`src/sfd_pkg.sv`:
```
package sfd_pkg;

  localparam int RomTaps = 63;

  // q15 low-pass, symmetric, tap 0 applied to the newest sample
  localparam logic signed [15:0] LOWPASS_ROM [RomTaps] = '{
    -16'sd2,    -16'sd4,    -16'sd1,    16'sd8,     16'sd16,    16'sd9,
    -16'sd18,   -16'sd42,   -16'sd31,   16'sd28,    16'sd90,    16'sd81,
    -16'sd28,   -16'sd162,  -16'sd178,  16'sd0,     16'sd259,   16'sd344,
    16'sd86,    -16'sd372,  -16'sd611,  -16'sd283,  16'sd487,   16'sd1047,
    16'sd700,   -16'sd589,  -16'sd1880, -16'sd1747, 16'sd658,   16'sd4754,
    16'sd8643,  16'sd10244, 16'sd8643,  16'sd4754,  16'sd658,   -16'sd1747,
    -16'sd1880, -16'sd589,  16'sd700,   16'sd1047,  16'sd487,   -16'sd283,
    -16'sd611,  -16'sd372,  16'sd86,    16'sd344,   16'sd259,   16'sd0,
    -16'sd178,  -16'sd162,  -16'sd28,   16'sd81,    16'sd90,    16'sd28,
    -16'sd31,   -16'sd42,   -16'sd18,   16'sd9,     16'sd16,    16'sd8,
    -16'sd1,    -16'sd4,    -16'sd2
  };

  typedef enum logic [2:0] {
    ST_IDLE,
    ST_MAC,
    ST_DRAIN,
    ST_ROUND,
    ST_OUT
  } sfd_state_t;

  typedef struct packed {
    logic write;     // store the mono mix of the accepted word
    logic start;     // clear accumulator, point reader at newest sample
    logic issue;     // read one history entry and its coefficient
    logic round;     // round and scale the finished sum
    logic out_load;  // saturate into the output register
  } sfd_cmd_t;

  typedef struct packed {
    logic last_tap;  // the current issue is the final tap
    logic out_full;  // output register holds a word not yet taken
  } sfd_status_t;

  // taps past the rom use a zero coefficient
  function automatic logic signed [15:0] tap_coef(input logic [7:0] tap);
    logic signed [15:0] c;
    c = '0;
    if (tap < 8'(RomTaps)) begin
      c = LOWPASS_ROM[tap[5:0]];
    end
    return c;
  endfunction

endpackage

```
`src/sfd_ctrl.sv`:
```
module sfd_ctrl #(
  parameter int DECIM_RATIO = 3
) (
  input  logic                clk,
  input  logic                rst,
  input  logic                in_valid,
  output logic                in_ready,
  input  sfd_pkg::sfd_status_t status,
  output sfd_pkg::sfd_cmd_t    cmd
);

  localparam int PW = $clog2(DECIM_RATIO + 1);

  sfd_pkg::sfd_state_t state, state_next;
  logic [PW-1:0]       phase, phase_next;
  logic                drain_cnt, drain_cnt_next;
  logic                accept;
  logic                phase_wrap;

  assign in_ready   = (state == sfd_pkg::ST_IDLE);
  assign accept     = in_valid && in_ready;
  assign phase_wrap = (phase + PW'(1)) >= PW'(DECIM_RATIO);

  always_comb begin
    phase_next = phase;
    if (accept) begin
      phase_next = phase_wrap ? '0 : phase + PW'(1);
    end
  end

  always_comb begin
    state_next     = state;
    drain_cnt_next = drain_cnt;
    unique case (state)
      sfd_pkg::ST_IDLE: begin
        if (accept && phase_wrap) begin
          state_next = sfd_pkg::ST_MAC;
        end
      end
      sfd_pkg::ST_MAC: begin
        if (status.last_tap) begin
          state_next     = sfd_pkg::ST_DRAIN;
          drain_cnt_next = 1'b0;
        end
      end
      sfd_pkg::ST_DRAIN: begin
        // wait here while the multiply and accumulate stages empty
        drain_cnt_next = 1'b1;
        if (drain_cnt) begin
          state_next = sfd_pkg::ST_ROUND;
        end
      end
      sfd_pkg::ST_ROUND: begin
        state_next = sfd_pkg::ST_OUT;
      end
      sfd_pkg::ST_OUT: begin
        if (!status.out_full) begin
          state_next = sfd_pkg::ST_IDLE;
        end
      end
      default: state_next = sfd_pkg::ST_IDLE;
    endcase
  end

  always_comb begin
    cmd = '0;
    unique case (state)
      sfd_pkg::ST_IDLE: begin
        cmd.write = accept;
        cmd.start = accept && phase_wrap;
      end
      sfd_pkg::ST_MAC:   cmd.issue    = 1'b1;
      sfd_pkg::ST_DRAIN: cmd          = '0;
      sfd_pkg::ST_ROUND: cmd.round    = 1'b1;
      sfd_pkg::ST_OUT:   cmd.out_load = !status.out_full;
      default:           cmd          = '0;
    endcase
  end

  always_ff @(posedge clk) begin
    if (rst) begin
      state     <= sfd_pkg::ST_IDLE;
      phase     <= '0;
      drain_cnt <= 1'b0;
    end else begin
      state     <= state_next;
      phase     <= phase_next;
      drain_cnt <= drain_cnt_next;
    end
  end

  a_wrap_starts_mac: assert property (@(posedge clk) disable iff (rst)
    accept && phase_wrap |=> state == sfd_pkg::ST_MAC)
    else $error("frame completing a decimation period did not start the filter");

  a_phase_in_range: assert property (@(posedge clk) disable iff (rst)
    phase < PW'(DECIM_RATIO))
    else $error("decimation phase out of range");

  a_load_returns_idle: assert property (@(posedge clk) disable iff (rst)
    cmd.out_load |=> state == sfd_pkg::ST_IDLE && !in_ready == 1'b0)
    else $error("output load not followed by idle");

  a_no_issue_outside_mac: assert property (@(posedge clk) disable iff (rst)
    cmd.issue |-> !cmd.write && !cmd.round && !cmd.out_load)
    else $error("filter read overlaps another command");

endmodule

```
`src/sfd_datapath.sv`:
```
module sfd_datapath #(
  parameter int TAP_COUNT = 63
) (
  input  logic                clk,
  input  logic                rst,
  input  logic [31:0]         in_data,
  input  sfd_pkg::sfd_cmd_t    cmd,
  output sfd_pkg::sfd_status_t status,
  output logic                out_valid,
  input  logic                out_ready,
  output logic [15:0]         out_data
);

  localparam int AW    = (TAP_COUNT > 1) ? $clog2(TAP_COUNT) : 1;
  localparam int ACC_W = 32 + $clog2(TAP_COUNT + 1);
  localparam int QW    = ACC_W - 15;
  localparam logic signed [QW-1:0] QMax = QW'(32767);
  localparam logic signed [QW-1:0] QMin = -QW'(32768);

  logic signed [15:0]    history [TAP_COUNT];
  logic [TAP_COUNT-1:0]  written;
  logic [AW-1:0]         wpos;
  logic [AW-1:0]         rd_pos;
  logic [AW-1:0]         tap;

  logic signed [16:0]    mix_sum;
  logic signed [16:0]    mix_half;
  logic signed [15:0]    mono;

  logic signed [15:0]    rd_data;
  logic                  rd_ok;
  logic signed [15:0]    coef_r;
  logic                  s1_v;
  logic signed [31:0]    prod;
  logic                  s2_v;
  logic signed [ACC_W-1:0] acc;
  logic signed [ACC_W-1:0] acc_sum;
  logic signed [QW-1:0]  q;
  logic signed [15:0]    sample;

  // halve toward zero: bias negative sums by one before the shift
  assign mix_sum  = 17'(signed'(in_data[15:0])) + 17'(signed'(in_data[31:16]));
  assign mix_half = (mix_sum + (mix_sum[16] ? 17'sd1 : 17'sd0)) >>> 1;
  assign mono     = mix_half[15:0];

  assign sample = rd_ok ? rd_data : 16'sd0;

  // round half away from zero in one add, then drop the low 15 bits
  assign acc_sum = acc + (acc[ACC_W-1] ? ACC_W'(16383) : ACC_W'(16384));

  assign status.last_tap = cmd.issue && (tap == AW'(TAP_COUNT - 1));
  assign status.out_full = out_valid && !out_ready;

  always_ff @(posedge clk) begin
    if (cmd.write) begin
      history[wpos] <= mono;
    end
    if (cmd.issue) begin
      rd_data <= history[rd_pos];
    end
  end

  always_ff @(posedge clk) begin
    if (rst) begin
      written   <= '0;
      wpos      <= '0;
      s1_v      <= 1'b0;
      s2_v      <= 1'b0;
      out_valid <= 1'b0;
    end else begin
      s1_v <= cmd.issue;
      s2_v <= s1_v;
      if (cmd.write) begin
        written[wpos] <= 1'b1;
        wpos <= (wpos == AW'(TAP_COUNT - 1)) ? '0 : wpos + AW'(1);
      end
      if (cmd.out_load) begin
        out_valid <= 1'b1;
      end else if (out_ready) begin
        out_valid <= 1'b0;
      end
    end
  end

  always_ff @(posedge clk) begin
    if (cmd.start) begin
      rd_pos <= wpos;
      tap    <= '0;
      acc    <= '0;
    end else begin
      if (cmd.issue) begin
        rd_pos <= (rd_pos == '0) ? AW'(TAP_COUNT - 1) : rd_pos - AW'(1);
        tap    <= tap + AW'(1);
        rd_ok  <= written[rd_pos];
        coef_r <= sfd_pkg::tap_coef(8'(tap));
      end
      if (s1_v) begin
        prod <= sample * coef_r;
      end
      if (s2_v) begin
        acc <= acc + ACC_W'(prod);
      end
    end
    if (cmd.round) begin
      q <= acc_sum[ACC_W-1:15];
    end
    if (cmd.out_load) begin
      if (q > QMax) begin
        out_data <= 16'h7fff;
      end else if (q < QMin) begin
        out_data <= 16'h8000;
      end else begin
        out_data <= q[15:0];
      end
    end
  end

  a_load_only_when_free: assert property (@(posedge clk) disable iff (rst)
    cmd.out_load |-> !(out_valid && !out_ready))
    else $error("output register overwritten before it was taken");

  a_pipe_follows_issue: assert property (@(posedge clk) disable iff (rst)
    cmd.issue |=> s1_v ##1 s2_v)
    else $error("multiply pipeline lost a tap");

  a_tap_bounded: assert property (@(posedge clk) disable iff (rst)
    cmd.issue |-> tap <= AW'(TAP_COUNT - 1))
    else $error("tap counter ran past the last tap");

endmodule

```
`src/stereo_fir_decimator_by_three.sv`:
```
// stereo to mono decimating fir, 63-tap q15 low-pass, one output per three frames
//
// s_* carries stereo frames, m_* carries the filtered mono words.
// each frame is mixed to mono as (left+right)/2 toward zero and written to a
// TAP_COUNT-entry history ring; every DECIM_RATIO-th frame starts a filter run.
// a frame that does not complete a period is only written to the history.
// a frame that does holds s_tready low while one shared multiply and
// accumulate reads the history memory one tap per cycle, then the multiply
// pipeline empties, one step rounds and one saturates into the output
// register. no frame is taken during a filter run, so a new run cannot
// start before the last one is through. a waiting output word does not
// stop frames coming in; only a second result ready before the first is
// taken stalls, in which case s_tready stays low until m_tready drains
// the output register.
// reset clears the history (per-entry valid bits), ring position, phase and
// the output valid, with no clearing pass.
module stereo_fir_decimator_by_three #(
  parameter int TAP_COUNT   = 63,
  parameter int DECIM_RATIO = 3
) (
  input  logic        clk,
  input  logic        rst,
  input  logic        s_tvalid,
  output logic        s_tready,
  input  logic [31:0] s_tdata,   // left_sample [15:0], right_sample [31:16]
  output logic        m_tvalid,
  input  logic        m_tready,
  output logic [15:0] m_tdata    // mono_out [15:0]
);

  sfd_pkg::sfd_cmd_t    cmd;
  sfd_pkg::sfd_status_t status;

  sfd_ctrl #(
    .DECIM_RATIO(DECIM_RATIO)
  ) u_ctrl (
    .clk     (clk),
    .rst     (rst),
    .in_valid(s_tvalid),
    .in_ready(s_tready),
    .status  (status),
    .cmd     (cmd)
  );

  sfd_datapath #(
    .TAP_COUNT(TAP_COUNT)
  ) u_datapath (
    .clk      (clk),
    .rst      (rst),
    .in_data  (s_tdata),
    .cmd      (cmd),
    .status   (status),
    .out_valid(m_tvalid),
    .out_ready(m_tready),
    .out_data (m_tdata)
  );

endmodule
```
`config.mk`:
```
export PLATFORM = sky130hd
export DESIGN_NAME = stereo_fir_decimator_by_three
export DESIGN_NICKNAME = d
export VERILOG_FILES = /design/src/sfd_pkg.sv /design/src/sfd_ctrl.sv /design/src/sfd_datapath.sv /design/src/stereo_fir_decimator_by_three.sv
export SDC_FILE = /design/constraint.sdc
export NUM_CORES = 2
export LEC_CHECK = 0
export ABC_AREA = 1
export BUFFER_PORTS_ARGS = -buffer_cell sky130_fd_sc_hd__buf_2
export CORE_ASPECT_RATIO = 0.6
export CORE_MARGIN = 2
export CORE_UTILIZATION = 65
export CTS_BUF_LIST = sky130_fd_sc_hd__clkbuf_8
export DETAILED_ROUTE_END_ITERATION = 6
export PLACE_DENSITY = 0.82
export RECOVER_POWER = 25
export SYNTH_ARGS = -nofsm -noshare
export SYNTH_HDL_FRONTEND = slang
export SYNTH_SLANG_ARGS = --single-unit
```
`constraint.sdc`:
```
create_clock -name clk -period 18.4 [get_ports clk]
set_clock_uncertainty 0.2 [all_clocks]
set_input_delay 2.76 -clock clk [delete_from_list [all_inputs] [get_ports clk]]
set_output_delay 2.76 -clock clk [all_outputs]
set_load 0.02 [all_outputs]
```
==> flow_summary.toml <==
[status]
status = "complete, but fails checks"
violations = "capacitance limit, slew limit"

[critical_path]
start_kind = "flop"
rrSetupSlack_ns = 7.67
required_ns = 18.75
cp_max_fo = 225
crit_type = "reg2reg"
endpoint_kind = "flop"
critPathArrivalTime_ns = 11.09

[place]
dp_hpwl_um = 114000
dp_cells = 7396
gp_congestion = 1.04
io_buffers = 53

[grt]
grt_first_pass_wirelength_um = 264000
grt_pass1_vias = 44577
grt_start_max_net_pins = 226
grt_overflow = 0
antenna_found_initial = 3
gr-usage-all-layers_pct = 34.6

[timing]
tightest_slew_ns = 7.73
slew_headroom_pct = -418
finalSetupTns_ns = 0
timing.fmax_mhz = 93.2
finalMaxSlewViolations = 391
rsz0062_at_grt = "false"
finalSetupViolations = 0
hold_violations = 0
post-route-period-util_pct = 58.3
period_needed_ns = 10.73

[synthesis]
ys_async_sr_fraction_pct = 0
syn_area_per_cell_um2 = 10.3
synth-edff-count = 1117
ys_types = 63
ys_warn_count = 0
netlist_instances = 6212
ys_ff_latch = 1239
syn_area_um2 = 64200
seq_area_frac_synth_pct = 56.1
synth-main-ff-cell = "edfxtp_1"
syn_nets = 6673

[floorplan]
num_rows = 89
die_height_um = 247
start_util_pct = 65.4
fp.dieW_um = 410
coreArea_um2 = 98100
die_area_um2 = 101000
ios = 54

[routing]
drc = 0
avgViaCountPerCell = 6.20
wl_um = 176000
via_count = 47792
drt_iter0_markers = 7273
postRouteAntennaNets = 0
dr.pass1.iters = 6
wire_per_inst_um = 22.8

[clock_network]
cts_root_buf = "clkbuf_8"
cts.path.max_buffers = 3
clock-sinks = 1239
cts_max_level = 4
ctsHoldBuffers = 0
clk_latency_ns = 0.90
post_cts_buffers = 0
post_cts_resize_count = 0
cts_buffers = 170
cts_tree = "built"
cts.clk_slew.worst_paths_ns = 0.07

[cells_and_area]
instances_no_fill = 7714
fin_nets = 6710
drive_above_1_share_pct = 6.44
synthToLayoutAreaGrowth_pct = 7.49

[worst_hold_path]
hp-class = "reg2reg"

[job]
drv_cap = 7
==> synthesized netlist by cell type (all sizes together) (20+ instances only) <==
library cell	instances	area [um2]
o21ai	573	2870
nand4	36	225
nor2	1103	4160
o221ai	22	193
ha	160	2000
fa	265	5310
dfxtp	122	2440
o22ai	111	694
a211oi	41	308
xor2	54	480
inv	637	2400
clkbuf	161	606
nand3	252	1270
buf	133	732
nand2	807	3060
xnor2	20	175
edfxtp	1117	33500
o211ai	184	1380
a21oi	260	1310
nor3	43	220
==> routing by layer <==
| metal | wire length, um | vias to the layer above | track usage, % |
|---|---|---|---|
| li1 | - | 21395 | - |
| met1 | 72100 | 22834 | 52.1 |
| met2 | 69600 | 3269 | 45.5 |
| met3 | 30500 | 294 | 15.2 |
| met4 | 3680 | 0 | 8.95 |
| met5 | 0 | - | 0 |
==> cell type report <==
type	instances	area, um2
inverters	645	2440
multi-input cells	4034	24600
clock inverters	130	802
clock buffers	186	2560
diodes	2	5.00
fillers	7022	29100
flip-flops and latches	1239	36000
repair buffers	159	948
well taps	1319	1650
==> layout by cell type, fill, tap and decap left out, types with 41 or more instances in the layout <==
| cell | count |
|---|---|
| a211oi_1 | 41 |
| a21oi_1 | 258 |
| buf_2 | 52 |
| buf_4 | 59 |
| clkbuf_1 | 44 |
| clkbuf_8 | 186 |
| dfxtp_1 | 122 |
| edfxtp_1 | 1117 |
| fa_1 | 265 |
| ha_1 | 159 |
| inv_1 | 694 |
| nand2_1 | 788 |
| nand3_1 | 250 |
| nor2_1 | 1090 |
| nor3_1 | 42 |
| o211ai_1 | 184 |
| o21ai_0 | 557 |
| o22ai_1 | 111 |
| xor2_1 | 47 |
==> metrics by stage <==
step / hold WS [ns] / instance area [um2] / setup slack, ns / util, %
global route: 0.292 / 69000 / 6.68 / 70.3
CTS: 0.266 / 69200 / 11.49 / 70.5
detailed placement: 0.252 / 65800 / 11.00 / 67.1
floorplan: 0.210 / 64200 / 10.79 / -
global placement: 0.244 / 65800 / 11.11 / 67.1
finish: 0.263 / 69000 / 7.67 / 70.3
==> worst max-delay path, stage by stage (launching register included) <==
cell and delay (ns):
edfxtp_1 0.55, clkinvlp_2 5.71, o21ai_0 2.47, o22ai_1 0.18, nand2_1 0.15, nand3_1 0.08, a21oi_1 0.63, o21ai_1 0.29
==> cells by family after synthesis <==
group / Yosys count / synth area share (%)
muxes: 1 / 0.0156
buffers and inverters: 939 / 5.87
xor gates and xnor gates: 74 / 1.02
and+or+nand+nor: 2265 / 14.2
DFF: 1239 / 56.1
adders and majority gates: 425 / 11.4
AOI/OAI and AO/OA: 1269 / 11.5
==> final timing paths <==
path	from	end	depth (start not counted)
max reg2reg	u_datapath.rd_pos[0]	u_datapath.rd_data[9]	7
max	u_datapath.rd_pos[0]	u_datapath.rd_data[9]	7
min reg2reg	u_datapath.written[14]	u_datapath.written[14]	2
min	u_datapath.written[14]	u_datapath.written[14]	2
==> flip-flops by register name, summed over array words and instances, names as in the netlist, 6 cells and up <==
signal,cells
u_datapath.out_data,16
u_datapath.history,1008
u_datapath.tap,6
u_datapath.q,23
u_datapath.rd_data,16
u_datapath.written,63
u_datapath.coef_r,15
u_datapath.wpos,6
u_datapath.prod,32
u_datapath.acc,38
u_datapath.rd_pos,6
Power is not shown: default switching activity piles up to over one toggle a cycle in this logic, so the estimate is an artifact.
